File: config.mk
export PLATFORM = sky130hd
export DESIGN_NAME = tces_fifo
export DESIGN_NICKNAME = d
export VERILOG_FILES = /design/src/sv/tces_pkg.sv /design/src/sv/tces_fifo.sv
export SDC_FILE = /design/constraint.sdc
export NUM_CORES = 1
export LEC_CHECK = 0
export BUFFER_PORTS_ARGS = -buffer_cell sky130_fd_sc_hd__buf_2
export CAP_MARGIN = 20
export CORE_MARGIN = 2
export CORE_UTILIZATION = 35
export DETAILED_ROUTE_END_ITERATION = 6
export GPL_ROUTABILITY_DRIVEN = 0
export GPL_TIMING_DRIVEN = 1
export MAX_ROUTING_LAYER = met4
export SLEW_MARGIN = 20
export SYNTH_ARGS = -nofsm -noshare
export SYNTH_HDL_FRONTEND = slang
export SYNTH_SLANG_ARGS = --single-unit
File: constraint.sdc
create_clock -name clk -period 3.6 [get_ports clk]
set_input_delay 0.18 -clock clk [delete_from_list [all_inputs] [get_ports clk]]
set_output_delay 0.18 -clock clk [all_outputs]
set_load 0.1 [all_outputs]
File: src/sv/tces_pkg.sv
// ----------------------------------------------------------------------------
// tces_pkg: shared types and constants of the tolerance compare unit
// Field widths, command and category codes, and the item passed from the
// front end to the statistics back end.
// ----------------------------------------------------------------------------
package tces_pkg;

	localparam int SAMPLE_BITS_DEF = 32;
	localparam int POINT_BITS_DEF  = 12;
	localparam int SUB_BITS_DEF    = 6;
	localparam int QUEUE_DEPTH     = 4;

	localparam int CMD_W    = 2;
	localparam int CAT_W    = 2;
	localparam int POINT_W  = 12;
	localparam int SUB_W    = 6;
	localparam int SAMPLE_W = 32;
	localparam int DELTA_W  = 32;
	localparam int COUNT_W  = 32;
	localparam int SUM_W    = 64;
	localparam int SDELTA_W = 33;
	localparam int TOL_W    = 32;
	localparam int NCAT     = 3;

	localparam int S_TDATA_W = 152;
	localparam int S_TUSER_W = 4;
	localparam int M_TDATA_W = 216;

	localparam logic [CMD_W-1:0] CMD_COMPARE = 2'd0;
	localparam logic [CMD_W-1:0] CMD_CLEAR   = 2'd2;

	localparam logic [CAT_W-1:0] CAT_RAW   = 2'd0;
	localparam logic [CAT_W-1:0] CAT_COMP  = 2'd1;
	localparam logic [CAT_W-1:0] CAT_TOTAL = 2'd3;

	localparam logic [TOL_W-1:0] TOL_RESET = 32'd1;

	typedef enum logic [1:0] {
		OP_COMPARE,
		OP_READ,
		OP_CLEAR
	} op_t;

	typedef enum logic [2:0] {
		ST_MATCH = 3'd0,
		ST_TOL   = 3'd1,
		ST_CLIP  = 3'd2,
		ST_HALT  = 3'd3,
		ST_DONE  = 3'd4
	} status_t;

	// input beat, last member in the lowest bits
	typedef struct packed {
		logic [3:0]          pad;
		logic                actual_clip;
		logic                expected_clip;
		logic [SAMPLE_W-1:0] actual_im;
		logic [SAMPLE_W-1:0] actual_re;
		logic [SAMPLE_W-1:0] expected_im;
		logic [SAMPLE_W-1:0] expected_re;
		logic [SUB_W-1:0]    sub_index;
		logic [POINT_W-1:0]  point_index;
	} in_beat_t;

	typedef struct packed {
		logic [CAT_W-1:0] category;
		logic [CMD_W-1:0] cmd;
	} in_user_t;

	// classified item handed from front to back
	typedef struct packed {
		op_t                 op;
		logic [CAT_W-1:0]    cat;
		status_t             verdict;
		logic [POINT_W-1:0]  point;
		logic [SUB_W-1:0]    sub;
		logic [DELTA_W-1:0]  delta;
		logic [SDELTA_W-1:0] sdelta;
		logic                is_real;
		logic [SUM_W-1:0]    square;
	} item_t;

	// result beat, last member in the lowest bits
	typedef struct packed {
		logic [SDELTA_W-1:0] max_signed_delta;
		logic                max_is_real;
		logic [SUB_W-1:0]    max_sub;
		logic [POINT_W-1:0]  max_point;
		logic [DELTA_W-1:0]  max_delta;
		logic                has_max;
		logic [SUM_W-1:0]    square_sum;
		logic [COUNT_W-1:0]  sample_count;
		logic [DELTA_W-1:0]  sample_delta;
		status_t             status;
	} result_t;

endpackage

File: src/sv/tces_fifo.sv
// ----------------------------------------------------------------------------
// tces_fifo: short queue between front end and back end
// Register-based first-in first-out buffer with valid/ready on both sides.
// ----------------------------------------------------------------------------
module tces_fifo #(
	parameter int WIDTH = $bits(tces_pkg::item_t),
	parameter int DEPTH = tces_pkg::QUEUE_DEPTH
) (
	input  logic             clk,
	input  logic             arst_n,
	input  logic             wr_valid,
	output logic             wr_ready,
	input  logic [WIDTH-1:0] wr_data,
	output logic             rd_valid,
	input  logic             rd_ready,
	output logic [WIDTH-1:0] rd_data
);

	localparam int PTR_W = (DEPTH > 1) ? $clog2(DEPTH) : 1;
	localparam int CNT_W = $clog2(DEPTH + 1);

	logic [WIDTH-1:0] mem_q [DEPTH];
	logic [PTR_W-1:0] wr_ptr_q, rd_ptr_q;
	logic [CNT_W-1:0] count_q;
	logic             push, pop;

	assign wr_ready = count_q != CNT_W'(DEPTH);
	assign rd_valid = count_q != '0;
	assign rd_data  = mem_q[rd_ptr_q];
	assign push     = wr_valid && wr_ready;
	assign pop      = rd_valid && rd_ready;

	always_ff @(posedge clk) begin
		if (push) begin
			mem_q[wr_ptr_q] <= wr_data;
		end
	end

	always_ff @(posedge clk or negedge arst_n) begin
		if (!arst_n) begin
			wr_ptr_q <= '0;
			rd_ptr_q <= '0;
			count_q  <= '0;
		end else begin
			if (push) begin
				wr_ptr_q <= (wr_ptr_q == PTR_W'(DEPTH - 1)) ? '0 : wr_ptr_q + 1'b1;
			end
			if (pop) begin
				rd_ptr_q <= (rd_ptr_q == PTR_W'(DEPTH - 1)) ? '0 : rd_ptr_q + 1'b1;
			end
			unique case ({push, pop})
				2'b10:   count_q <= count_q + 1'b1;
				2'b01:   count_q <= count_q - 1'b1;
				default: count_q <= count_q;
			endcase
		end
	end

endmodule

Word level (Yosys, flattened, before mapping)
Memory sizes are Yosys's and may differ from the RTL's.
Index checks and enable logic that the tools add are counted.

storage, ports and cells
  memories = 1
  bits in latches = 0
  RAM bits = 620
  output and inout port bits = 157
  flip-flop bits (word level) = 7
  ROM bits = 0
  bits of input ports = 159

cells by class
  equality and inequality tests = 5
  shift operators = 0
  divide/modulo/power cells = 0
  add/subtract/negate cells = 4
  magnitude comparators = 0
  bitwise operators = 0
  multiplexer cells = 5
  multiply operators = 0
  reduce and logical (&&, ||, !) cells = 4

memories
  name   words  width  read ports  clocked after Yosys merged registers in  wr ports  line             source
  mem_q  4      155    1           0                                        1         tces_fifo.sv:22  logic [WIDTH-1:0] mem_q [DEPTH];

operator list
  cell                                                                number
  2-bit == test, second input constant                                3
  3-bit case mux with 2 select lines                                  1
  2-bit by 1-bit adder with 2-bit output, second input constant       2
  2-bit two-way mux                                                   2
  3-bit by 1-bit adder with 3-bit output, second input constant       1
  3-bit != test, second input constant                                1
  3-bit nonzero test                                                  1
  3-bit by 1-bit subtractor with 3-bit output, second input constant  1
  2-bit by 1-bit == test with 1-bit output, second input constant     1
  1-bit logical AND                                                   2
  1-bit two-way mux                                                   2
  2-bit nonzero test                                                  1

Logic depth before layout (Yosys ltp)
  depth after elaboration = 4
  gate-level depth with buffers = 9
  depth with buffers taken out = 9

Worst setup path before layout
Ideal clock, no wire load.

  path kind = register to register
  from = register count_q[2]
  to = memory mem_q[0][0] in the netlist's numbering (enable)
  path slack = 321 ps
  path buffers = 0
  required time = 3154 ps
  arrival time = 2833 ps
  cell stages (with the launch flop) = 3
  path through = dfrtp_1 -> or3b_4 -> and3_2

on the way
  cells in the longest elaborated chain, start to end = 4

RTL lines
  element                                  line             source
  start: declaration                       tces_fifo.sv:24  logic [CNT_W-1:0] count_q;
  start signal: assignment                 tces_fifo.sv:52  2'b10: count_q <= count_q + 1'b1;
  start signal: assignment                 tces_fifo.sv:53  2'b01: count_q <= count_q - 1'b1;
  start signal: assignment                 tces_fifo.sv:54  default: count_q <= count_q;
  3-bit != test                            tces_fifo.sv:27  assign wr_ready = count_q != CNT_W'(DEPTH);
  via wr_ready                             tces_fifo.sv:12  output logic wr_ready,
  1-bit logical AND                        tces_fifo.sv:30  assign push = wr_valid && wr_ready;
  1-bit two-way mux                        tces_fifo.sv:34  if (push) begin
  1-bit two-way mux (implied by the code)  tces_fifo.sv:35  mem_q[wr_ptr_q] <= wr_data;
  end: declaration                         tces_fifo.sv:22

The timed path passes the listed nets, and every way through them passes these cells.

Worst setup path in the final report
  from = register rd_ptr_q[0]
  to = output rd_data[40]

on the way
  cells in the longest elaborated chain, start to end = 1

RTL lines
  element                   line             source
  start: declaration        tces_fifo.sv:23  logic [PTR_W-1:0] wr_ptr_q, rd_ptr_q;
  start signal: assignment  tces_fifo.sv:49  rd_ptr_q <= (rd_ptr_q == PTR_W'(DEPTH - 1)) ? '0 : rd_ptr_q + 1'b1;
  memory read 4 x 155 bit   --
  end: declaration          tces_fifo.sv:16  output logic [WIDTH-1:0] rd_data

Every way passes these cells.

==> flow_results.org <==
** Synth
- Post-synthesis cell count :: between 800 and 900
- The number of nets in the synthesized netlist is 1016.
- The synthesized netlist contains 21 unique library cells.
- Post-synthesis register bit count :: around 630
- Synthesized area per cell :: 26.87 µm²
- The cell area that synthesis handed to floorplanning was roughly 23000 µm².
- Of the synthesized area, sequential elements account for 82.30%.
- The Yosys step of the flow raised 0 warnings.

** Status
- The flow ran to the end, and the final reports show no timing, DRC or antenna violations.

** STA
- TNS Setup :: 0 ns
- The clock arrives with 0.01353 ns of skew.
- Number of pins with negative max-slew slack in the final report :: 0
- After layout, the minimum clock period comes to 2.781 ns.
- Number of hold violations in the final report :: 0
- Final worst-path cycle share :: between 70 and 80%
- Setup violations remaining at the end of the flow were counted as 0.
- Highest clock frequency the design can meet :: about 360 MHz
- Worst slew margin relative to its limit :: roughly 54%
- Setup repair after global routing missed its margin :: false
- WHS :: approximately 0.062 ns
- At the pin with the least slew margin, the transition time is ~0.7 ns.

** Drt
- Initial DRC Count :: between 600 and 700
- Antenna violation net count after detailed routing :: 0
- Across all layers, the routed design uses roughly 11000 vias.
- For this run, design rule violations remaining after detail routing come to 0.
- Post-DR vias/cell :: between 4 and 5
- Post-DR wirelength/cell :: between 20 and 25 µm
- Number of iterations in the first detailed-routing pass :: 7
- For this block, the routed nets add up to around 47 mm of wire.

** Worst setup path
- Setup slack on the worst reg-to-reg path comes out at 1.39 ns.
- Data on the critical path is required at its endpoint by ~3.4 ns.
- The worst setup path is launched from a register.
- CP Capture Type :: output port
- Worst stage delay on the critical path :: 0.60 ns
- The worst setup path is of the reg -> out kind.
- Critical path, cell by cell :: buf_4 > mux4_2 > buf_2
- Maximum fanout count along the critical path :: 23
- Worst path slowest cell :: sky130_fd_sc_hd__mux4_2
- Worst Path Arrival :: 2.60 ns
- Tracing the worst setup path back leads to its startpoint at rd_ptr_q[0].
- RR Startpoint :: count_q[0]
- Endpoint of the most critical setup path :: rd_data[40]
- The endpoint identified for the worst register-to-register timing path is count_q[2].
- Worst reg2reg path depth :: 9

** Finish
- In the final layout, the share of cells above drive strength 1 is slightly above 40%.
- Relative to the synthesized area, the layout overhead comes to 28.16%.
- The net count of the finished layout is approximately 1600.
- After routing the design area is 29270 µm².

** Min path
- In this run the worst hold path is classified as in -> reg.

** Die
- Number of placement rows :: just over 90
- The die is 259.4 µm wide.
- Vertical die dimension :: around 260 µm
- Starting Density :: between 30% and 40%
- The die covers between 60000 and 70000 µm².
- For this design the top-level I/O count stands at approximately 320.
- Area of the core :: around 64000 µm²

** GRT
- Largest net degree at the start of global routing :: a little under 100
- The first global-routing pass estimated approximately 70 mm of wire.
- The initial antenna violation count came to 1.
- In the global route stage, overall resource usage came out at 14.23%.
- Vias in the first global route :: ~12000
- Remaining global-route overflow :: 0

** Flow run
- Count of maximum capacitance violations :: 0

** Clock tree
- Clock tree from TritonCTS :: built
- Longest Clk Path Bufs :: 3
- Clock sinks :: ~630
- After clock tree synthesis, the clock-pin slew on the worst setup and hold paths is roughly 0.050 ns.
- Clock buffers created by TritonCTS :: 70
- For the worst-skew pair, the clock arrives at the later sink with an insertion delay of 0.60 ns.
- The H-tree was split into 3 levels.
- The tree is rooted in a sky130_fd_sc_hd__clkbuf_16.

** Placement
- IO Port Bufs :: 315
- Once detailed placement completed, the half-perimeter wirelength came to 26.82 mm.
- Summing all placed instances gives a cell area of ~26000 µm².
cells in the mapped netlist:
library cell | instances | area share (%)
sky130_fd_sc_hd__edfxtp_1 | 620 | 82
sky130_fd_sc_hd__mux4_2 | 155 | 15
sky130_fd_sc_hd__buf_2 | 17 | 0.37
sky130_fd_sc_hd__buf_6 | 15 | 0.74
sky130_fd_sc_hd__dfrtp_1 | 7 | 0.77
sky130_fd_sc_hd__inv_1 | 7 | 0.12
sky130_fd_sc_hd__ha_1 | 6 | 0.33
sky130_fd_sc_hd__and3_2 | 4 | 0.13
sky130_fd_sc_hd__nor2_1 | 3 | 0.049
sky130_fd_sc_hd__clkbuf_1 | 2 | 0.033
sky130_fd_sc_hd__mux2_2 | 2 | 0.099
sky130_fd_sc_hd__mux2_4 | 2 | 0.13
sky130_fd_sc_hd__xor2_1 | 2 | 0.077
sky130_fd_sc_hd__and2_4 | 1 | 0.038
sky130_fd_sc_hd__buf_4 | 1 | 0.033
sky130_fd_sc_hd__fa_1 | 1 | 0.088
sky130_fd_sc_hd__mux2i_1 | 1 | 0.044
sky130_fd_sc_hd__nand2_1 | 1 | 0.016
sky130_fd_sc_hd__or3_2 | 1 | 0.033
sky130_fd_sc_hd__or3b_4 | 1 | 0.049
sky130_fd_sc_hd__xnor2_1 | 1 | 0.038
layout by cell type (no fill, tap or decap), types with 4 or more instances in the layout:
cell / n
sky130_fd_sc_hd__and3_4: 4
sky130_fd_sc_hd__buf_12: 12
sky130_fd_sc_hd__buf_2: 315
sky130_fd_sc_hd__buf_4: 13
sky130_fd_sc_hd__clkbuf_1: 19
sky130_fd_sc_hd__clkbuf_16: 71
sky130_fd_sc_hd__clkinv_1: 15
sky130_fd_sc_hd__clkinv_2: 4
sky130_fd_sc_hd__dfrtp_1: 5
sky130_fd_sc_hd__dlygate4sd3_1: 158
sky130_fd_sc_hd__edfxtp_1: 620
sky130_fd_sc_hd__ha_1: 6
sky130_fd_sc_hd__inv_1: 7
sky130_fd_sc_hd__mux4_2: 155
cell families after synthesis:
kind of cell	count (synthesis)	share of synthesized area (%)
buf+inv	42	1.293
flops	627	82.30
mux	160	15.56
xor+xnor	3	0.1151
fa+ha+maj	7	0.4164
simple gates	11	0.3178
stage by stage:
stage | setup slack (ns) | utilization, % | cells
CTS | 0.6904 | 45.40 | 2290
floorplan | 0.3208 | - | 850
finish | 0.8186 | 45.40 | 2291
global route | 0.6564 | 45.40 | 2291
detailed placement | 1.350 | 39.67 | 2010
global placement | 1.363 | 39.67 | 2010
flip-flops by register name (all words and copies together), names as in the netlist:
name      count
mem_q       620
count_q       3
wr_ptr_q      2
rd_ptr_q      2
layout make-up:
class	count	area [µm²]
well taps	855	1070
clock inverters	32	261.5
diodes	1	2.502
inverters	7	26.28
clock buffers	90	1848
flip-flops and latches	627	18800
multi-input cells	181	3762
repair buffers	498	3496
fillers	5439	35200
critical path: cells and delay by family (launching register included):
| kind | cells | cell delay, ns |
|---|---|---|
| buffers and inverters | 2 | 0.80 |
| multiplexers | 1 | 0.60 |
| flip-flops | 1 | 0.59 |
worst min-delay path by stage:
stage,cells past startpoint,slack (ns),to,from
6_report,3,0.06,wr_ptr_q[1],wr_valid
5_1_grt,3,0.06,wr_ptr_q[1],wr_valid
4_1_cts,3,0.02,wr_ptr_q[1],wr_valid
3_5_place_dp,1,0.03,rd_ptr_q[0],arst_n
3_3_place_gp,1,0.03,rd_ptr_q[1],arst_n
2_1_floorplan,0,-0.12,count_q[0],arst_n
routing by layer:
layer | up-vias | GRT usage (%) | part of all wire [%]
met5 | - | - | 0
met4 | 0 | 4.885 | 2.1
met3 | 69 | 3.818 | 6.4
met2 | 290 | 23.01 | 50
met1 | 5747 | 17.34 | 41
li1 | 4771 | - | -
what timing repair did:
action / CTS / global route
resized for setup: 0 / 0
endpoints found under the hold margin: 629 / 0
hold buffers: 158 / 0
setup buffers: 0 / 0
Power is not shown: default switching activity piles up to over one toggle a cycle in this logic, so the estimate is an artifact.
