### src/sv/tces_pkg.sv
// ----------------------------------------------------------------------------
// tces_pkg: shared types and constants of the tolerance compare unit
// Field widths, command and category codes, and the item passed from the
// front end to the statistics back end.
// ----------------------------------------------------------------------------
package tces_pkg;

	localparam int SAMPLE_BITS_DEF = 32;
	localparam int POINT_BITS_DEF  = 12;
	localparam int SUB_BITS_DEF    = 6;
	localparam int QUEUE_DEPTH     = 4;

	localparam int CMD_W    = 2;
	localparam int CAT_W    = 2;
	localparam int POINT_W  = 12;
	localparam int SUB_W    = 6;
	localparam int SAMPLE_W = 32;
	localparam int DELTA_W  = 32;
	localparam int COUNT_W  = 32;
	localparam int SUM_W    = 64;
	localparam int SDELTA_W = 33;
	localparam int TOL_W    = 32;
	localparam int NCAT     = 3;

	localparam int S_TDATA_W = 152;
	localparam int S_TUSER_W = 4;
	localparam int M_TDATA_W = 216;

	localparam logic [CMD_W-1:0] CMD_COMPARE = 2'd0;
	localparam logic [CMD_W-1:0] CMD_CLEAR   = 2'd2;

	localparam logic [CAT_W-1:0] CAT_RAW   = 2'd0;
	localparam logic [CAT_W-1:0] CAT_COMP  = 2'd1;
	localparam logic [CAT_W-1:0] CAT_TOTAL = 2'd3;

	localparam logic [TOL_W-1:0] TOL_RESET = 32'd1;

	typedef enum logic [1:0] {
		OP_COMPARE,
		OP_READ,
		OP_CLEAR
	} op_t;

	typedef enum logic [2:0] {
		ST_MATCH = 3'd0,
		ST_TOL   = 3'd1,
		ST_CLIP  = 3'd2,
		ST_HALT  = 3'd3,
		ST_DONE  = 3'd4
	} status_t;

	// input beat, last member in the lowest bits
	typedef struct packed {
		logic [3:0]          pad;
		logic                actual_clip;
		logic                expected_clip;
		logic [SAMPLE_W-1:0] actual_im;
		logic [SAMPLE_W-1:0] actual_re;
		logic [SAMPLE_W-1:0] expected_im;
		logic [SAMPLE_W-1:0] expected_re;
		logic [SUB_W-1:0]    sub_index;
		logic [POINT_W-1:0]  point_index;
	} in_beat_t;

	typedef struct packed {
		logic [CAT_W-1:0] category;
		logic [CMD_W-1:0] cmd;
	} in_user_t;

	// classified item handed from front to back
	typedef struct packed {
		op_t                 op;
		logic [CAT_W-1:0]    cat;
		status_t             verdict;
		logic [POINT_W-1:0]  point;
		logic [SUB_W-1:0]    sub;
		logic [DELTA_W-1:0]  delta;
		logic [SDELTA_W-1:0] sdelta;
		logic                is_real;
		logic [SUM_W-1:0]    square;
	} item_t;

	// result beat, last member in the lowest bits
	typedef struct packed {
		logic [SDELTA_W-1:0] max_signed_delta;
		logic                max_is_real;
		logic [SUB_W-1:0]    max_sub;
		logic [POINT_W-1:0]  max_point;
		logic [DELTA_W-1:0]  max_delta;
		logic                has_max;
		logic [SUM_W-1:0]    square_sum;
		logic [COUNT_W-1:0]  sample_count;
		logic [DELTA_W-1:0]  sample_delta;
		status_t             status;
	} result_t;

endpackage

### src/sv/tces_front.sv
// ----------------------------------------------------------------------------
// tces_front: input classification pipeline
// Takes input beats, forms the I/Q differences, checks tolerance and clip
// flags, picks the dominant component and squares it over three stages.
// ----------------------------------------------------------------------------
module tces_front #(
	parameter int SAMPLE_BITS = tces_pkg::SAMPLE_BITS_DEF
) (
	input  logic                             clk,
	input  logic                             arst_n,
	input  logic                             cfg_valid,
	output logic                             cfg_ready,
	input  logic [tces_pkg::TOL_W-1:0]       cfg_data,
	input  logic                             s_tvalid,
	output logic                             s_tready,
	input  logic [tces_pkg::S_TDATA_W-1:0]   s_tdata,
	input  logic [tces_pkg::S_TUSER_W-1:0]   s_tuser,
	output logic                             item_valid,
	input  logic                             item_ready,
	output tces_pkg::item_t                  item
);

	tces_pkg::in_beat_t beat;
	tces_pkg::in_user_t user;
	logic [tces_pkg::TOL_W-1:0] tolerance_q;

	logic adv_s1, adv_s2, adv_s3;
	logic v_s1, v_s2, v_s3;

	tces_pkg::op_t                   op_s1;
	logic [tces_pkg::CAT_W-1:0]      cat_s1;
	logic [tces_pkg::POINT_W-1:0]    point_s1;
	logic [tces_pkg::SUB_W-1:0]      sub_s1;
	logic                            clip_bad_s1;
	logic signed [SAMPLE_BITS:0]     dre_s1, dim_s1;

	tces_pkg::item_t item_s2, item_s3, item_d2, item_d3;

	tces_pkg::op_t                   op_d1;
	logic signed [SAMPLE_BITS:0]     er_x, ei_x, ar_x, ai_x;
	logic signed [SAMPLE_BITS:0]     neg_re, neg_im, mag_re, mag_im, sel_d;
	logic [tces_pkg::DELTA_W-1:0]    are, aim;
	logic                            re_dom;

	assign beat = tces_pkg::in_beat_t'(s_tdata);
	assign user = tces_pkg::in_user_t'(s_tuser);

	assign cfg_ready = 1'b1;

	always_ff @(posedge clk or negedge arst_n) begin
		if (!arst_n) begin
			tolerance_q <= tces_pkg::TOL_RESET;
		end else if (cfg_valid) begin
			tolerance_q <= cfg_data;
		end
	end

	assign adv_s3   = !v_s3 || item_ready;
	assign adv_s2   = !v_s2 || adv_s3;
	assign adv_s1   = !v_s1 || adv_s2;
	assign s_tready = adv_s1;

	// stage 1: classify command, sign-extend and subtract
	always_comb begin
		priority if (user.cmd == tces_pkg::CMD_CLEAR) begin
			op_d1 = tces_pkg::OP_CLEAR;
		end else if (user.cmd == tces_pkg::CMD_COMPARE && user.category != tces_pkg::CAT_TOTAL) begin
			op_d1 = tces_pkg::OP_COMPARE;
		end else begin
			op_d1 = tces_pkg::OP_READ;
		end
	end

	assign er_x = {beat.expected_re[SAMPLE_BITS-1], beat.expected_re[SAMPLE_BITS-1:0]};
	assign ei_x = {beat.expected_im[SAMPLE_BITS-1], beat.expected_im[SAMPLE_BITS-1:0]};
	assign ar_x = {beat.actual_re[SAMPLE_BITS-1], beat.actual_re[SAMPLE_BITS-1:0]};
	assign ai_x = {beat.actual_im[SAMPLE_BITS-1], beat.actual_im[SAMPLE_BITS-1:0]};

	always_ff @(posedge clk or negedge arst_n) begin
		if (!arst_n) begin
			v_s1 <= 1'b0;
		end else if (adv_s1) begin
			v_s1 <= s_tvalid;
		end
	end

	always_ff @(posedge clk) begin
		if (adv_s1 && s_tvalid) begin
			op_s1       <= op_d1;
			cat_s1      <= user.category;
			point_s1    <= beat.point_index;
			sub_s1      <= beat.sub_index;
			clip_bad_s1 <= (user.category == tces_pkg::CAT_RAW ||
				user.category == tces_pkg::CAT_COMP) &&
				(beat.expected_clip ^ beat.actual_clip);
			dre_s1      <= ar_x - er_x;
			dim_s1      <= ai_x - ei_x;
		end
	end

	// stage 2: magnitudes, dominant component, verdict
	assign neg_re = -dre_s1;
	assign neg_im = -dim_s1;
	assign mag_re = dre_s1[SAMPLE_BITS] ? neg_re : dre_s1;
	assign mag_im = dim_s1[SAMPLE_BITS] ? neg_im : dim_s1;
	assign are    = tces_pkg::DELTA_W'(mag_re[SAMPLE_BITS-1:0]);
	assign aim    = tces_pkg::DELTA_W'(mag_im[SAMPLE_BITS-1:0]);
	assign re_dom = are >= aim;
	assign sel_d  = re_dom ? dre_s1 : dim_s1;

	always_comb begin
		item_d2         = '0;
		item_d2.op      = op_s1;
		item_d2.cat     = cat_s1;
		item_d2.point   = point_s1;
		item_d2.sub     = sub_s1;
		item_d2.is_real = re_dom;
		item_d2.delta   = re_dom ? are : aim;
		item_d2.sdelta  = tces_pkg::SDELTA_W'(sel_d);
		priority if (clip_bad_s1) begin
			item_d2.verdict = tces_pkg::ST_CLIP;
		end else if (tolerance_q == '0 || are > tolerance_q || aim > tolerance_q) begin
			item_d2.verdict = tces_pkg::ST_TOL;
		end else begin
			item_d2.verdict = tces_pkg::ST_MATCH;
		end
	end

	always_ff @(posedge clk or negedge arst_n) begin
		if (!arst_n) begin
			v_s2 <= 1'b0;
			v_s3 <= 1'b0;
		end else begin
			if (adv_s2) begin
				v_s2 <= v_s1;
			end
			if (adv_s3) begin
				v_s3 <= v_s2;
			end
		end
	end

	// stage 3: square the dominant delta
	always_comb begin
		item_d3        = item_s2;
		item_d3.square = tces_pkg::SUM_W'(item_s2.delta) * tces_pkg::SUM_W'(item_s2.delta);
	end

	always_ff @(posedge clk) begin
		if (adv_s2 && v_s1) begin
			item_s2 <= item_d2;
		end
		if (adv_s3 && v_s2) begin
			item_s3 <= item_d3;
		end
	end

	assign item_valid = v_s3;
	assign item       = item_s3;

endmodule

### config.mk
export PLATFORM = sky130hd
export DESIGN_NAME = tces_front
export DESIGN_NICKNAME = d
export VERILOG_FILES = /design/src/sv/tces_pkg.sv /design/src/sv/tces_front.sv
export SDC_FILE = /design/constraint.sdc
export NUM_CORES = 2
export LEC_CHECK = 0
export BUFFER_PORTS_ARGS = -buffer_cell sky130_fd_sc_hd__buf_4
export CORE_MARGIN = 5
export CORE_UTILIZATION = 45
export DETAILED_ROUTE_END_ITERATION = 12
export PLACE_DENSITY_LB_ADDON = 0.3
export SYNTH_ARGS = -nofsm -noshare
export SYNTH_HDL_FRONTEND = slang
export SYNTH_SLANG_ARGS = --single-unit
### constraint.sdc
create_clock -name clk -period 7.6 [get_ports clk]
set_clock_uncertainty 0.05 [all_clocks]
set_input_delay 1.14 -clock clk [delete_from_list [all_inputs] [get_ports clk]]
set_output_delay 1.14 -clock clk [all_outputs]
set_load 0.01 [all_outputs]
[After elaboration in Yosys (flattened, before gate mapping)]
Cells that the tools add are included.
Cells by class
  add/subtract/negate cells: 4
  multiply operators: 1
  divide/modulo/power cells: 0
  $lt $le $gt $ge: 3
  eq/ne operators: 3
  shifts and indexed selects: 0
  multiplexer cells: 6
  bitwise gates (word level): 1
  reduce and logical (&&, ||, !) cells: 17
Operators with widths (count)
  32-bit 2-to-1 mux: 3
  32-bit by 32-bit subtractor with 33-bit output: 2
  32-bit > comparator: 2
  32-bit by 32-bit multiplier with 64-bit output: 1
  32-bit negation: 2
  33-bit 2-to-1 mux: 1
  32-bit >= comparator: 1
  32-bit logical NOT: 1
  1-bit logical OR: 6
  1-bit logical AND: 5
  2-bit logical NOT: 2
  1-bit logical NOT: 3
  2-bit by 1-bit == test with 1-bit output, second input constant: 1
  2-bit == test, second input constant: 1
  1-bit 2-to-1 mux: 2
  2-bit inequality test, second input constant: 1
  1-bit bitwise XOR: 1
Word-level totals
  register bits after elaboration: 370
  latch bits: 0
  memory bits (writable): 0
  memory bits (read-only): 0
  input port bits: 193
  output and inout port bits: 158
  word-level logic and storage cells: 63
  memories kept: 0

[Logic depth before layout (Yosys ltp)]
  depth after elaboration: 6
  depth in mapped cells: 31
  mapped depth without buffers: 28

[Worst setup path before layout]
Ideal clock, no wire load.
  path kind: register -> register
  from: register item_s2, in the netlist item_d3[100]
  to: register item_s3, in the netlist item[49] (data pin)
  library setup time: 0.263 ns
  arrival time: 7.380 ns
  required time: 7.287 ns
  path slack: -0.093 ns
  cell stages (with the launch flop): 25
  path buffers: 3
  period minus slack after synthesis: 7.693 ns
  cell sequence: edfxtp_1 -> clkbuf_1 -> buf_1 -> nand2_1 -> fa_1 -> fa_1 -> inv_1 -> fa_1 -> inv_1 -> fa_1 -> inv_1 -> fa_1 -> fa_1 -> fa_1 -> fa_1 -> ha_1 -> clkbuf_1 -> a21o_1 -> a31oi_1 -> nor4bb_1 -> a211oi_1 -> a211o_1 -> a31o_2 -> a41oi_1 -> xnor2_1
RTL lines
  start, declared: line tces_front.sv:37  | tces_pkg::item_t item_s2, item_s3, item_d2, item_d3;
  start signal, assigned: line tces_front.sv:151  | item_s2 <= item_d2;
  end signal, assigned: line tces_front.sv:154  | item_s3 <= item_d3;
  end, declared: line tces_front.sv:37

==> impl_metrics.toml <==
[drt]
drtIter0Drc = 1959
route.detailed.drc = 0
vias = 35190
vias_per_cell = 5.115
wire_per_inst_um = 19.85
routed_wl_um = 136600
ant_nets = 0
first_pass_iters = 8

[clocking]
clkLatencyLatePin_ns = 0.62
htree_num_levels = 2
clkSinkCount = 364
cts-root-buf = "clkbuf_16"
cts_tree = "yes"
cts_buffer_depth = 3
cts.clk_slew.worst_paths_ns = 0.06
numCtsBuffers = 41
holdBufCountCts = 0

[floorplanning]
die_x_um = 338.7
die-area_um2 = 114700
num_rows = 120
start_util = 0.4534
fp.dieH_um = 338.7
core_um2 = 107200
pin_count = 351

[final_layout]
final_core_util = 0.5470
area_delta_synth_final_pct = 20.64
stdcell_count = 6881
fin_nets = 6884
drive_gt1_frac = 0.2051

[placed_design]
dpl.hpwl_um = 112100
port_buffers = 343
place_congestion = 0.9252
dpl.cell_count = 6753
place_ws_ns = -0.3949

[grt]
grt_pass1_vias = 38280
grt_use_total = 0.2377
grt_max_degree = 94
grt-ovfl-total = 0
grt_pass1_wl_um = 213600
antenna_found_initial = 11

[timing]
fin_crit_sh = 1.021
fin_crit_ns = 7.761
fmax_mhz = 128.8
finalHoldViolations = 0
fin_tns_setup_ns = -0.3934
maxSlewViolCount = 0
slew_headroom = 0.4487
worst_slack_ns = -0.1614
worst_pin_slew_ns = 0.8270
setup_viol = 5
rsz0062_at_grt = "true"

[worst_setup_path]
required_ns = 7.86
reg2reg_setup_slack_ns = -0.16
path_class = "register to register"
crit_path_start_kind = "register"
endpoint_kind = "register"
critPathMaxFanout = 8
cp.arrival_ns = 8.02
r2r_cells = 25

[logic_synthesis]
synth.most_common_cell = "inv_1"
yosys_warnings = 0
yosysSeqAreaShare = 0.2213
syn_avg_cell_area_um2 = 10.21
synth_seq_cells = 364
netlist_area_um2 = 48610
yosys.area.top_type_share = 0.3266
synth_top_cell_by_area = "fa_1"
yosys-top-cells-count = "inv_1, fa_1, ha_1"
synth_enable_flop_cells = 329
synth_ff_type = "edfxtp_1"
synth_area_leaders = "fa_1, edfxtp_1, ha_1, inv_1, and2_1"
synthDistinctLibCells = 79
netlist_instances = 4762
async_reset_ff_frac = 0.09615

[worst_hold_path]
whs_path_depth = 0
hold_path.class = "register to register"

[outcome]
violations = "setup timing"
outcome = "finished with violations"

[run]
maxCapViolations = 0
## through the flow
stage	cell area (µm²)	hold WS [ns]
floorplan	48630	0.3503
global placement	55720	0.3502
detailed placement	55720	0.3545
CTS	57870	0.3347
global route	58630	0.3553
finish	58640	0.3503
## metal layers
layer	routed length [µm]	share of wire	global-route usage	up-vias
li1	-	-	-	16390
met1	56490	0.41	0.3102	17390
met2	63580	0.47	0.3901	1144
met3	10760	0.079	0.05358	259
met4	5696	0.042	0.08811	8
met5	47	0.00034	0	-
## flip-flops by register name, summed over array words and instances, names as in the netlist
register     count
sub_s1           6
clip_bad_s1      1
dre_s1          33
item           151
op_s1            2
point_s1        12
item_valid       1
v_s2             1
v_s1             1
tolerance_q     32
cat_s1           2
dim_s1          33
item_d3         89
## layout by cell type (no fill, tap or decap), types with 22 or more instances in the layout
cell type and instances:
clkbuf_16 43, nor2_1 104, a21oi_1 135, dfrtp_1 34, nand2_1 346, nand4_1 43, a21o_1 110, buf_12 34
fa_1 761, mux2_2 61, ha_1 434, ha_4 24, nand3_1 29, and2_1 218, nor4_1 22, o21ai_0 110
buf_6 23, nand2b_1 27, nor2b_1 37, fa_2 32, buf_4 721, xnor2_1 117, xor2_1 91, edfxtp_1 329
o21bai_1 29, inv_1 1150
## path summary, 6_finish.rpt
path | start | end
max in group asynchronous | arst_n | tolerance_q[24]
min reg2reg | item_d3[140] | item[140]
min | item_d3[140] | item[140]
max | item_d3[102] | item[57]
min in group asynchronous | arst_n | v_s2
max reg2reg | item_d3[102] | item[57]
## worst max-delay path, stage by stage (launching register included)
cell and delay, ns:
edfxtp_1 0.43, buf_12 0.20, buf_6 0.12, and2_1 0.14, inv_1 0.06, fa_1 0.50, fa_1 0.52, inv_1 0.06
fa_1 0.50, inv_1 0.05, fa_1 0.53, inv_1 0.05, fa_1 0.51, fa_1 0.44, fa_1 0.52, fa_1 0.45
ha_4 0.30, a21o_1 0.13, a31oi_2 0.14, nor4bb_4 0.18, buf_6 0.15, a211oi_4 0.51, a21oi_4 0.12, o31a_1 0.33
buf_4 0.15, a311o_1 0.30
## final cells by class
cell class              count  area, µm²
well taps                1403       1755
repair buffers            787       6510
fillers                  9487      48560
inverters                1164       4370
flip-flops and latches    364      10760
diodes                      7      17.52
clock buffers              44       1037
multi-input cells        3082      33860
clock inverters            30      335.3
## kinds of logic (layout without fill, tap and decap cells)
group	Yosys count	after routing	synth area share
fa+ha+maj	1251	1251	0.4445
other cells	2	10	0.0001545
simple gates	958	958	0.09915
buf+inv	1317	2025	0.1021
compound gates	586	586	0.07817
xor+xnor	214	214	0.03856
flops	364	364	0.2213
mux	70	70	0.01609
## repair_timing
item / CTS / global route
pin swaps: 57 / 93
gates resized for setup: 125 / 129
setup buffers: 18 / 26
endpoints found under the hold margin: 0 / 0
gates cloned: 3 / 4
setup endpoints to repair: 28 / 36
Power is not shown: default switching activity piles up to over one toggle a cycle in this logic, so the estimate is an artifact.
