### src/sv/tces_pkg.sv
// ----------------------------------------------------------------------------
// tces_pkg: shared types and constants of the tolerance compare unit
// Field widths, command and category codes, and the item passed from the
// front end to the statistics back end.
// ----------------------------------------------------------------------------
package tces_pkg;

	localparam int SAMPLE_BITS_DEF = 32;
	localparam int POINT_BITS_DEF  = 12;
	localparam int SUB_BITS_DEF    = 6;
	localparam int QUEUE_DEPTH     = 4;

	localparam int CMD_W    = 2;
	localparam int CAT_W    = 2;
	localparam int POINT_W  = 12;
	localparam int SUB_W    = 6;
	localparam int SAMPLE_W = 32;
	localparam int DELTA_W  = 32;
	localparam int COUNT_W  = 32;
	localparam int SUM_W    = 64;
	localparam int SDELTA_W = 33;
	localparam int TOL_W    = 32;
	localparam int NCAT     = 3;

	localparam int S_TDATA_W = 152;
	localparam int S_TUSER_W = 4;
	localparam int M_TDATA_W = 216;

	localparam logic [CMD_W-1:0] CMD_COMPARE = 2'd0;
	localparam logic [CMD_W-1:0] CMD_CLEAR   = 2'd2;

	localparam logic [CAT_W-1:0] CAT_RAW   = 2'd0;
	localparam logic [CAT_W-1:0] CAT_COMP  = 2'd1;
	localparam logic [CAT_W-1:0] CAT_TOTAL = 2'd3;

	localparam logic [TOL_W-1:0] TOL_RESET = 32'd1;

	typedef enum logic [1:0] {
		OP_COMPARE,
		OP_READ,
		OP_CLEAR
	} op_t;

	typedef enum logic [2:0] {
		ST_MATCH = 3'd0,
		ST_TOL   = 3'd1,
		ST_CLIP  = 3'd2,
		ST_HALT  = 3'd3,
		ST_DONE  = 3'd4
	} status_t;

	// input beat, last member in the lowest bits
	typedef struct packed {
		logic [3:0]          pad;
		logic                actual_clip;
		logic                expected_clip;
		logic [SAMPLE_W-1:0] actual_im;
		logic [SAMPLE_W-1:0] actual_re;
		logic [SAMPLE_W-1:0] expected_im;
		logic [SAMPLE_W-1:0] expected_re;
		logic [SUB_W-1:0]    sub_index;
		logic [POINT_W-1:0]  point_index;
	} in_beat_t;

	typedef struct packed {
		logic [CAT_W-1:0] category;
		logic [CMD_W-1:0] cmd;
	} in_user_t;

	// classified item handed from front to back
	typedef struct packed {
		op_t                 op;
		logic [CAT_W-1:0]    cat;
		status_t             verdict;
		logic [POINT_W-1:0]  point;
		logic [SUB_W-1:0]    sub;
		logic [DELTA_W-1:0]  delta;
		logic [SDELTA_W-1:0] sdelta;
		logic                is_real;
		logic [SUM_W-1:0]    square;
	} item_t;

	// result beat, last member in the lowest bits
	typedef struct packed {
		logic [SDELTA_W-1:0] max_signed_delta;
		logic                max_is_real;
		logic [SUB_W-1:0]    max_sub;
		logic [POINT_W-1:0]  max_point;
		logic [DELTA_W-1:0]  max_delta;
		logic                has_max;
		logic [SUM_W-1:0]    square_sum;
		logic [COUNT_W-1:0]  sample_count;
		logic [DELTA_W-1:0]  sample_delta;
		status_t             status;
	} result_t;

endpackage

### src/sv/tces_back.sv
// ----------------------------------------------------------------------------
// tces_back: statistics update and result register
// Applies the sticky halt, updates the per-category and total statistics
// for matching pairs, and registers one result beat per item.
// ----------------------------------------------------------------------------
module tces_back #(
	parameter int POINT_BITS = tces_pkg::POINT_BITS_DEF,
	parameter int SUB_BITS   = tces_pkg::SUB_BITS_DEF
) (
	input  logic                           clk,
	input  logic                           arst_n,
	input  logic                           item_valid,
	output logic                           item_ready,
	input  tces_pkg::item_t                item,
	output logic                           m_tvalid,
	input  logic                           m_tready,
	output logic [tces_pkg::M_TDATA_W-1:0] m_tdata
);

	localparam int NC = tces_pkg::NCAT;

	logic [tces_pkg::COUNT_W-1:0]  cnt_q    [NC];
	logic [tces_pkg::SUM_W-1:0]    sum_q    [NC];
	logic                          has_q    [NC];
	logic [tces_pkg::DELTA_W-1:0]  maxd_q   [NC];
	logic [POINT_BITS-1:0]         maxpt_q  [NC];
	logic [SUB_BITS-1:0]           maxsub_q [NC];
	logic                          maxre_q  [NC];
	logic [tces_pkg::SDELTA_W-1:0] maxsd_q  [NC];
	logic [tces_pkg::COUNT_W-1:0]  tot_cnt_q;
	logic [tces_pkg::SUM_W-1:0]    tot_sum_q;
	logic [tces_pkg::DELTA_W-1:0]  tot_max_q;
	logic                          halted_q;

	logic                          out_valid_q;
	tces_pkg::result_t             out_q;
	tces_pkg::result_t             res;

	logic                          fire, is_cat, is_cmp, pass, fail, take_max;
	logic [1:0]                    idx;
	logic [tces_pkg::COUNT_W-1:0]  new_cnt, new_tot_cnt;
	logic [tces_pkg::SUM_W:0]      sum_x, tot_sum_x;
	logic [tces_pkg::SUM_W-1:0]    new_sum, new_tot_sum;
	logic [tces_pkg::DELTA_W-1:0]  new_tot_max;
	logic                          any_has;

	assign item_ready = !out_valid_q || m_tready;
	assign fire       = item_valid && item_ready;

	assign is_cat = item.cat != tces_pkg::CAT_TOTAL;
	assign idx    = is_cat ? item.cat : 2'd0;
	assign is_cmp = item.op == tces_pkg::OP_COMPARE;
	assign pass   = is_cmp && !halted_q && item.verdict == tces_pkg::ST_MATCH;
	assign fail   = is_cmp && !halted_q && item.verdict != tces_pkg::ST_MATCH;

	// saturating count and sum, strict-greater maximum
	assign new_cnt     = (cnt_q[idx] == '1) ? cnt_q[idx] : cnt_q[idx] + 1'b1;
	assign new_tot_cnt = (tot_cnt_q == '1) ? tot_cnt_q : tot_cnt_q + 1'b1;
	assign sum_x       = {1'b0, sum_q[idx]} + {1'b0, item.square};
	assign tot_sum_x   = {1'b0, tot_sum_q} + {1'b0, item.square};
	assign new_sum     = sum_x[tces_pkg::SUM_W] ? '1 : sum_x[tces_pkg::SUM_W-1:0];
	assign new_tot_sum = tot_sum_x[tces_pkg::SUM_W] ? '1 : tot_sum_x[tces_pkg::SUM_W-1:0];
	assign take_max    = !has_q[idx] || item.delta > maxd_q[idx];
	assign new_tot_max = (item.delta > tot_max_q) ? item.delta : tot_max_q;
	assign any_has     = has_q[0] || has_q[1] || has_q[2] || pass;

	always_comb begin
		res = '0;
		if (is_cmp) begin
			res.status       = halted_q ? tces_pkg::ST_HALT : item.verdict;
			res.sample_delta = halted_q ? '0 : item.delta;
		end else begin
			res.status = tces_pkg::ST_DONE;
		end
		res.max_is_real = 1'b1;
		if (item.op != tces_pkg::OP_CLEAR) begin
			if (is_cat) begin
				res.sample_count = pass ? new_cnt : cnt_q[idx];
				res.square_sum   = pass ? new_sum : sum_q[idx];
				res.has_max      = pass || has_q[idx];
				if (pass && take_max) begin
					res.max_delta        = item.delta;
					res.max_point        = tces_pkg::POINT_W'(POINT_BITS'(item.point));
					res.max_sub          = tces_pkg::SUB_W'(SUB_BITS'(item.sub));
					res.max_is_real      = item.is_real;
					res.max_signed_delta = item.sdelta;
				end else begin
					res.max_delta        = maxd_q[idx];
					res.max_point        = tces_pkg::POINT_W'(maxpt_q[idx]);
					res.max_sub          = tces_pkg::SUB_W'(maxsub_q[idx]);
					res.max_is_real      = maxre_q[idx];
					res.max_signed_delta = maxsd_q[idx];
				end
			end else begin
				res.sample_count = tot_cnt_q;
				res.square_sum   = tot_sum_q;
				res.has_max      = any_has;
				res.max_delta    = tot_max_q;
			end
		end
	end

	always_ff @(posedge clk or negedge arst_n) begin
		if (!arst_n) begin
			for (int c = 0; c < NC; c++) begin
				cnt_q[c]    <= '0;
				sum_q[c]    <= '0;
				has_q[c]    <= 1'b0;
				maxd_q[c]   <= '0;
				maxpt_q[c]  <= '0;
				maxsub_q[c] <= '0;
				maxre_q[c]  <= 1'b1;
				maxsd_q[c]  <= '0;
			end
			tot_cnt_q <= '0;
			tot_sum_q <= '0;
			tot_max_q <= '0;
			halted_q  <= 1'b0;
		end else if (fire) begin
			if (item.op == tces_pkg::OP_CLEAR) begin
				for (int c = 0; c < NC; c++) begin
					cnt_q[c]    <= '0;
					sum_q[c]    <= '0;
					has_q[c]    <= 1'b0;
					maxd_q[c]   <= '0;
					maxpt_q[c]  <= '0;
					maxsub_q[c] <= '0;
					maxre_q[c]  <= 1'b1;
					maxsd_q[c]  <= '0;
				end
				tot_cnt_q <= '0;
				tot_sum_q <= '0;
				tot_max_q <= '0;
				halted_q  <= 1'b0;
			end else if (pass) begin
				cnt_q[idx] <= new_cnt;
				sum_q[idx] <= new_sum;
				has_q[idx] <= 1'b1;
				if (take_max) begin
					maxd_q[idx]   <= item.delta;
					maxpt_q[idx]  <= POINT_BITS'(item.point);
					maxsub_q[idx] <= SUB_BITS'(item.sub);
					maxre_q[idx]  <= item.is_real;
					maxsd_q[idx]  <= item.sdelta;
				end
				tot_cnt_q <= new_tot_cnt;
				tot_sum_q <= new_tot_sum;
				tot_max_q <= new_tot_max;
			end else if (fail) begin
				halted_q <= 1'b1;
			end
		end
	end

	// result register: load while empty or being drained
	always_ff @(posedge clk or negedge arst_n) begin
		if (!arst_n) begin
			out_valid_q <= 1'b0;
		end else if (item_ready) begin
			out_valid_q <= item_valid;
		end
	end

	always_ff @(posedge clk) begin
		if (fire) begin
			out_q <= res;
		end
	end

	assign m_tvalid = out_valid_q;
	assign m_tdata  = out_q;

endmodule

### config.mk
export PLATFORM = sky130hd
export DESIGN_NAME = tces_back
export DESIGN_NICKNAME = d
export VERILOG_FILES = /design/src/sv/tces_pkg.sv /design/src/sv/tces_back.sv
export SDC_FILE = /design/constraint.sdc
export NUM_CORES = 2
export LEC_CHECK = 0
export BUFFER_PORTS_ARGS = -buffer_cell sky130_fd_sc_hd__buf_2
export CELL_PAD_IN_SITES_DETAIL_PLACEMENT = 1
export CELL_PAD_IN_SITES_GLOBAL_PLACEMENT = 1
export CORE_ASPECT_RATIO = 1.25
export CORE_MARGIN = 1
export CORE_UTILIZATION = 47
export DETAILED_ROUTE_END_ITERATION = 10
export HOLD_SLACK_MARGIN = 0.05
export PLACE_DENSITY_LB_ADDON = 0.1
export SKIP_CTS_REPAIR_TIMING = 1
export SLEW_MARGIN = 20
export SYNTH_ARGS = -nofsm -noshare
export SYNTH_HDL_FRONTEND = slang
export SYNTH_SLANG_ARGS = --single-unit
### constraint.sdc
create_clock -name clk -period 9.2 [get_ports clk]
set_clock_uncertainty 0.1 [all_clocks]
set_input_delay 0.92 -clock clk [delete_from_list [all_inputs] [get_ports clk]]
set_output_delay 0.92 -clock clk [all_outputs]
set_load 0.03 [all_outputs]
# After elaboration in Yosys (flattened, before gate mapping)
# Index checks and enable logic that the tools add are counted.
# Widths: inputs -> output; s select.
totals:
  ff_bits: 889
  latchBits: 0
  mem_bits_rw: 0
  romBits: 0
  output_inout_bits: 218
  memories: 0
op_classes:
  addsub: 4
  n_mul: 0
  n_div: 0
  magnitude_cmp: 4
  eq_ne: 7
  n_shift: 0
  muxes: 84
  n_bitwise: 3
  n_reduce_logical: 29
ops:
  columns: ["cell", "n"]
  rows:
  - ["$mux 64", 8]
  - ["$mux 96", 5]
  - ["$mux 32", 13]
  - ["$mux 192", 2]
  - ["$mux 99", 3]
  - ["$bwmux 192", 1]
  - ["$bwmux 96", 2]
  - ["$add 64x64->65", 2]
  - ["$mux 129", 1]
  - ["$bmux 32 s2", 2]
  - ["$bmux 64 s2", 1]
  - ["$demux 64 s2", 1]
  - ["$mux 36", 3]
  - ["$bwmux 99", 1]
  - ["$mux 33", 3]
  - ["$mux 84", 1]
  - ["$bmux 33 s2", 1]
  - ["$demux 33 s2", 1]
  - ["$add 32x1->32 const B", 2]
  - ["$demux 32 s2", 1]
  - ["$eq 32x32->1 const B", 2]
  - ["$gt 32x32->1", 2]
  - ["$mux 18", 3]
  - ["$bwmux 36", 1]
  - ["31 further kinds", 69]

# Longest topological paths before layout
depth:
  ltp_word: 11
  mapped_depth: 26

# Worst setup path before layout
# Ideal clock, no wire load.
synth_timing:
  path_kind: "in2reg"
  startpoint: "input m_tready"
  endpoint: "register tot_max_q[10] (netlist name)"
  setup_ps: 121
  arrival_ps: 7821
  required_ps: 8979
  slack_ps: 1158
  path_stages: 10
  n_path_buf: 2
  cell_sequence: "nand2b_1 -> nand2_1 -> inv_1 -> o21ai_1 -> a31oi_1 -> o21ai_0 -> and2_1 -> clkbuf_1 -> clkbuf_1 -> a22o_1"
synth_via:
  elab_chain_cells: 3
synth_lines:
  columns: ["element", "line", "source"]
  rows:
  - ["start: declaration", "tces_back.sv:16", "input logic m_tready,"]
  - ["$logic_or 1x1->1", "tces_back.sv:47", "assign item_ready = !out_valid_q || m_tready;"]
  - ["$logic_and 1x1->1", "tces_back.sv:48", "assign fire = item_valid && item_ready;"]
  - ["net fire", "tces_back.sv:39", "logic fire, is_cat, is_cmp, pass, fail, take_max;"]
  - ["$reduce_and 3->1 (no source line)", null, null]
  - ["end signal: assignment", "tces_back.sv:148", "tot_max_q <= new_tot_max;"]
  - ["end: declaration", "tces_back.sv:32", "logic [tces_pkg::DELTA_W-1:0] tot_max_q;"]
# The timed path passes the listed nets, and every way through them passes these cells.
# A chain may end at the register's enable or synchronous reset.

# Worst setup path in the final report
layout_timing:
  startpoint: "input item[151] (netlist name)"
  endpoint: "register out_q, in the netlist m_tdata[92], data pin"
layout_via:
  elab_chain_cells: 10
layout_lines:
  columns: ["element", "line", "source"]
  rows:
  - ["start: declaration", "tces_back.sv:14", "input tces_pkg::item_t item,"]
  - ["$ne 2x2->1", "tces_back.sv:50", "assign is_cat = item.cat != tces_pkg::CAT_TOTAL;"]
  - ["$mux 2", "tces_back.sv:51", "assign idx = is_cat ? item.cat : 2'd0;"]
  - ["$not 2->3 (implied by the code)", "tces_back.sv:59, tces_back.sv:79", null]
  - ["$bmux 64 s2", "tces_back.sv:59, tces_back.sv:79", null]
  - ["$mux 64 (implied by the code) (2 in a row)", "tces_back.sv:59, tces_back.sv:79", null]
  - ["$add 64x64->65", "tces_back.sv:59", "assign sum_x = {1'b0, sum_q[idx]} + {1'b0, item.square};"]
  - ["$mux 64", "tces_back.sv:61", "assign new_sum = sum_x[tces_pkg::SUM_W] ? '1 : sum_x[tces_pkg::SUM_W-1:0];"]
  - ["$mux 64", "tces_back.sv:79", "res.square_sum = pass ? new_sum : sum_q[idx];"]
  - ["$mux 129 (*)", "tces_back.sv:77", "if (is_cat) begin"]
  - ["end signal: assignment", "tces_back.sv:166", "out_q <= res;"]
  - ["end: declaration", "tces_back.sv:36", "tces_pkg::result_t out_q;"]
# Every way passes the cells marked *; elsewhere a longest branch is shown, timed or not. The select of a mux whose other input is x is not followed.

==> out/metrics.csv <==
metric,value,unit
timing.max_slew.rel_slack,25.9,%
global_route.overflow_total,0,
yosys_register_bits,889,
pwr_density_cell,172,mW/mm^2
post_drt_wl_per_cell,24.8,um
timing.rr.end,m_tdata[92]$_SDFFCE_PP0P_,
critical_path.endpoint_type,register,
width_of_the_die,291,um
gp_routability_congestion,0.928,
overall_global_routing_usage,32.3,%
clkTransAtPathRegs,60,ps
timing_max_transition_violations_final,0,
setup_viol_count_final,0,
syn_nets,5678,
crit_path_max_fanout,49,
critical_register_to_register_path_startpoint,sum_q[64]$_DFFE_PN0P_,
wire_length_of_the_first_global_routing_pass,266000,um
multi_input_comb_area,0.0242,sq mm
synth.lib_cells_used.distinct,86,
worst-setup-path-type,in -> reg,
finalNetCount,5868,
synth_warnings,0,
max_cap_violations,0,
clockBufferDepth,3,
cts-htree-levels,3,
chipHeight,364,um
hold_violations,0,
syn_avg_cell_area,9.24,sq um
placement.setup.worst_slack,1680,ps
grt_max_degree,157,
tightestPinTransition,1110,ps
timing.final.crit_share,75.7,%
n_fill_cell,11900,
boundaryPins,377,
numClockSinks,889,
vias_per_cell,6.07,
drt_first_pass_iters,5,
via_count_of_the_first_global_routing_pass,44900,
tritoncts_clock_tree,yes,
drt.antenna.violating_nets,0,
clock_insertion_delay_worst_skew,710,ps
timing.critical_path.arrival,7360,ps
post_synthesis_cell_count,5318,
leakagePower,25.3,nW
ff2ff_setup_slack,3480,ps
num_vias,42200,
initial_core_util,47.4,%
run_status,completed,
ys_async_sr_fraction,75.7,%
synthFlopType,sky130_fd_sc_hd__dfrtp_1,
mappedNetlistArea,0.0492,sq mm
fraction_of_final_layout_cells_with_drive_strength_greater_than_1,12.2,%
final_period_minus_worst_setup_slack,6970,ps
drt_total_wl,172000,um
synth_edf_count,216,
totalNegativeSetupSlack,0,ps
port_bufs,376,
antenna_violations_before_repair,12,
fmax,0.143,GHz
setup.worst_path.start_class,primary input,
layout.area.seq,0.0233,sq mm
pnr_worst_setup_slack,2230,ps
die_area,0.106,sq mm
cts_inserted_buffers,99,
part_of_the_yosys_area_used_for_sequential_elements,47.5,%
placementRows,132,
areaGrowthSynthToFinish,13.1,%
place_hpwl,115000,um
drt_iter0_drc,2568,
grt_setup_unrepaired,no,
design_power_total,9.53,mW
hold_class,in -> async,
core_area,0.104,sq mm
r2r_cells,17,
critical_path_required,9590,ps
clock_tree.root_cell,sky130_fd_sc_hd__clkbuf_16,
max-vdd-ir-drop,0.138,mV
drt_drc_violations_left,0,
==> per-stage QoR <==
| step | util, % | instances | hold slack [ps] | area (sq um) |
|---|---|---|---|---|
| 5_1_grt | 53.6 | 6939 | 164 | 55600 |
| 3_5_place_dp | 50.3 | 6747 | 355 | 52200 |
| 6_report | 53.6 | 6941 | 116 | 55600 |
| 4_1_cts | 53.6 | 6935 | 137 | 55600 |
| 2_1_floorplan | - | 5318 | 341 | 49200 |
| 3_3_place_gp | 50.3 | 6747 | 351 | 52200 |
==> cell type report <==
class / instances / area share, %
Antenna cell: 6 / 0.0270
Multi-Input combinational cell: 3971 / 43.6
Inverter: 108 / 0.747
Timing Repair Buffer: 439 / 4.57
Clock inverter: 45 / 0.959
Tap cell: 1340 / 3.02
Sequential cell: 889 / 42.0
Clock buffer: 143 / 5.14
==> cells in the mapped netlist (all sizes together), types with 10 or more instances <==
master   count  area share, %
a21oi      259            2.7
inv        108           0.82
nand4       54           0.71
edfxtp     216             13
and3        25           0.32
nor2       375            2.9
mux2i      275            5.6
a41oi       12           0.21
ha         199            5.1
o31ai       19           0.31
xor2        83            1.5
o21ai      727            7.4
a31oi       25           0.32
dfrtp      670             34
o221ai      10           0.18
xnor2      120            2.1
o22ai       57           0.73
nand2b      26           0.33
a211oi      48           0.75
nand2     1017            7.8
nor3        54           0.67
o2bb2ai     25           0.52
a21o        99            1.5
o21a        52           0.79
o21bai      21           0.32
nor2b       19           0.24
nand3       65           0.69
buf         60           0.65
and2        62           0.79
clkbuf     290            2.2
a22o       137            2.4
==> how the worst max path moves through the flow <==
stage,from,to,slack [ps],cells after the start
floorplan,m_tready,tot_max_q[10]$_DFFE_PN0P_,1160,10
global placement,item[151],m_tdata[123]$_SDFFCE_PP0P_,1800,22
detailed placement,item[151],m_tdata[90]$_SDFFCE_PP0P_,1680,22
CTS,item[151],m_tdata[92]$_SDFFCE_PP0P_,2350,21
global route,item[151],m_tdata[92]$_SDFFCE_PP0P_,2000,21
finish,item[151],m_tdata[92]$_SDFFCE_PP0P_,2230,21
==> cell usage in the layout, fill, tap and decap left out, types with 12 or more instances in the layout <==
master / Yosys / final
sky130_fd_sc_hd__nor3_1: 46 / 45
sky130_fd_sc_hd__o31ai_1: 17 / 17
sky130_fd_sc_hd__a22o_1: 137 / 137
sky130_fd_sc_hd__o2bb2ai_1: 19 / 19
sky130_fd_sc_hd__nand2b_1: 26 / 24
sky130_fd_sc_hd__dfrtp_1: 670 / 670
sky130_fd_sc_hd__a41oi_1: 12 / 12
sky130_fd_sc_hd__buf_4: 5 / 49
sky130_fd_sc_hd__nand4_1: 52 / 52
sky130_fd_sc_hd__inv_1: 108 / 106
sky130_fd_sc_hd__o21ai_1: 22 / 21
sky130_fd_sc_hd__o22ai_1: 57 / 57
sky130_fd_sc_hd__clkinv_2: 0 / 16
sky130_fd_sc_hd__a21o_1: 99 / 98
sky130_fd_sc_hd__clkbuf_16: 0 / 104
sky130_fd_sc_hd__ha_1: 199 / 196
sky130_fd_sc_hd__nor2b_1: 19 / 18
sky130_fd_sc_hd__nor2_1: 375 / 366
sky130_fd_sc_hd__buf_2: 32 / 375
sky130_fd_sc_hd__a211oi_1: 46 / 46
sky130_fd_sc_hd__nand2_1: 1014 / 1008
sky130_fd_sc_hd__o21ai_0: 704 / 704
sky130_fd_sc_hd__a31oi_1: 25 / 25
sky130_fd_sc_hd__and3_1: 25 / 24
sky130_fd_sc_hd__o21a_1: 52 / 52
sky130_fd_sc_hd__edfxtp_1: 216 / 216
sky130_fd_sc_hd__and2_1: 62 / 62
sky130_fd_sc_hd__xor2_1: 80 / 80
sky130_fd_sc_hd__xnor2_1: 120 / 120
sky130_fd_sc_hd__a21oi_1: 253 / 250
sky130_fd_sc_hd__buf_12: 0 / 14
sky130_fd_sc_hd__o21bai_1: 21 / 21
sky130_fd_sc_hd__nand3_1: 62 / 62
sky130_fd_sc_hd__clkbuf_1: 290 / 28
sky130_fd_sc_hd__mux2i_1: 275 / 275
==> layer usage <==
metal  vias up  GRT usage (%)  share of wire (%)  wire [um]
met4         2           14.5                4.4       7490
met2      1167           55.8                 49      84600
met3       357           4.29                4.9       8470
met1     21500           40.4                 42      71700
met5         -              0             0.0081         14
li1      19100              -                  -          -
==> where the power goes <==
part,switching (mW),internal (mW),total [mW]
clock network,1.75,2.43,4.18
logic,0.793,0.326,1.12
registers,0.0731,4.17,4.24
total,2.62,6.92,9.53
==> flip-flops by register name, indices dropped and copies added (netlist names) <==
register   flops
halted_q       1
tot_sum_q     64
maxd_q        96
maxsub_q      18
maxpt_q       36
tot_cnt_q     32
cnt_q         96
maxre_q        3
m_tvalid       1
has_q          3
sum_q        192
tot_max_q     32
maxsd_q       99
m_tdata      216
==> critical path, stage by stage <==
cell	delay, ps
sky130_fd_sc_hd__buf_2	150
sky130_fd_sc_hd__inv_1	130
sky130_fd_sc_hd__ha_4	600
sky130_fd_sc_hd__inv_1	200
sky130_fd_sc_hd__nor2_4	170
sky130_fd_sc_hd__buf_4	690
sky130_fd_sc_hd__nand2_1	120
sky130_fd_sc_hd__o21ai_0	140
sky130_fd_sc_hd__ha_1	300
sky130_fd_sc_hd__nor2_1	80
sky130_fd_sc_hd__a211oi_2	370
sky130_fd_sc_hd__o2111ai_2	220
sky130_fd_sc_hd__a21oi_1	590
sky130_fd_sc_hd__o211ai_2	180
sky130_fd_sc_hd__a2111oi_2	590
sky130_fd_sc_hd__o31ai_2	180
sky130_fd_sc_hd__a21oi_4	140
sky130_fd_sc_hd__buf_4	340
sky130_fd_sc_hd__buf_4	590
sky130_fd_sc_hd__nor2_1	210
sky130_fd_sc_hd__a211oi_1	360
==> logic make-up after synthesis <==
group / Yosys count / share of synthesized area (%)
buffers and inverters: 458 / 3.69
and+or+nand+nor: 1740 / 15.1
DFF: 889 / 47.5
adders and majority gates: 201 / 5.15
muxes: 275 / 5.60
AOI/OAI and AO/OA: 1552 / 19.3
xor gates and xnor gates: 203 / 3.66
(Power assumes the default switching activity.)
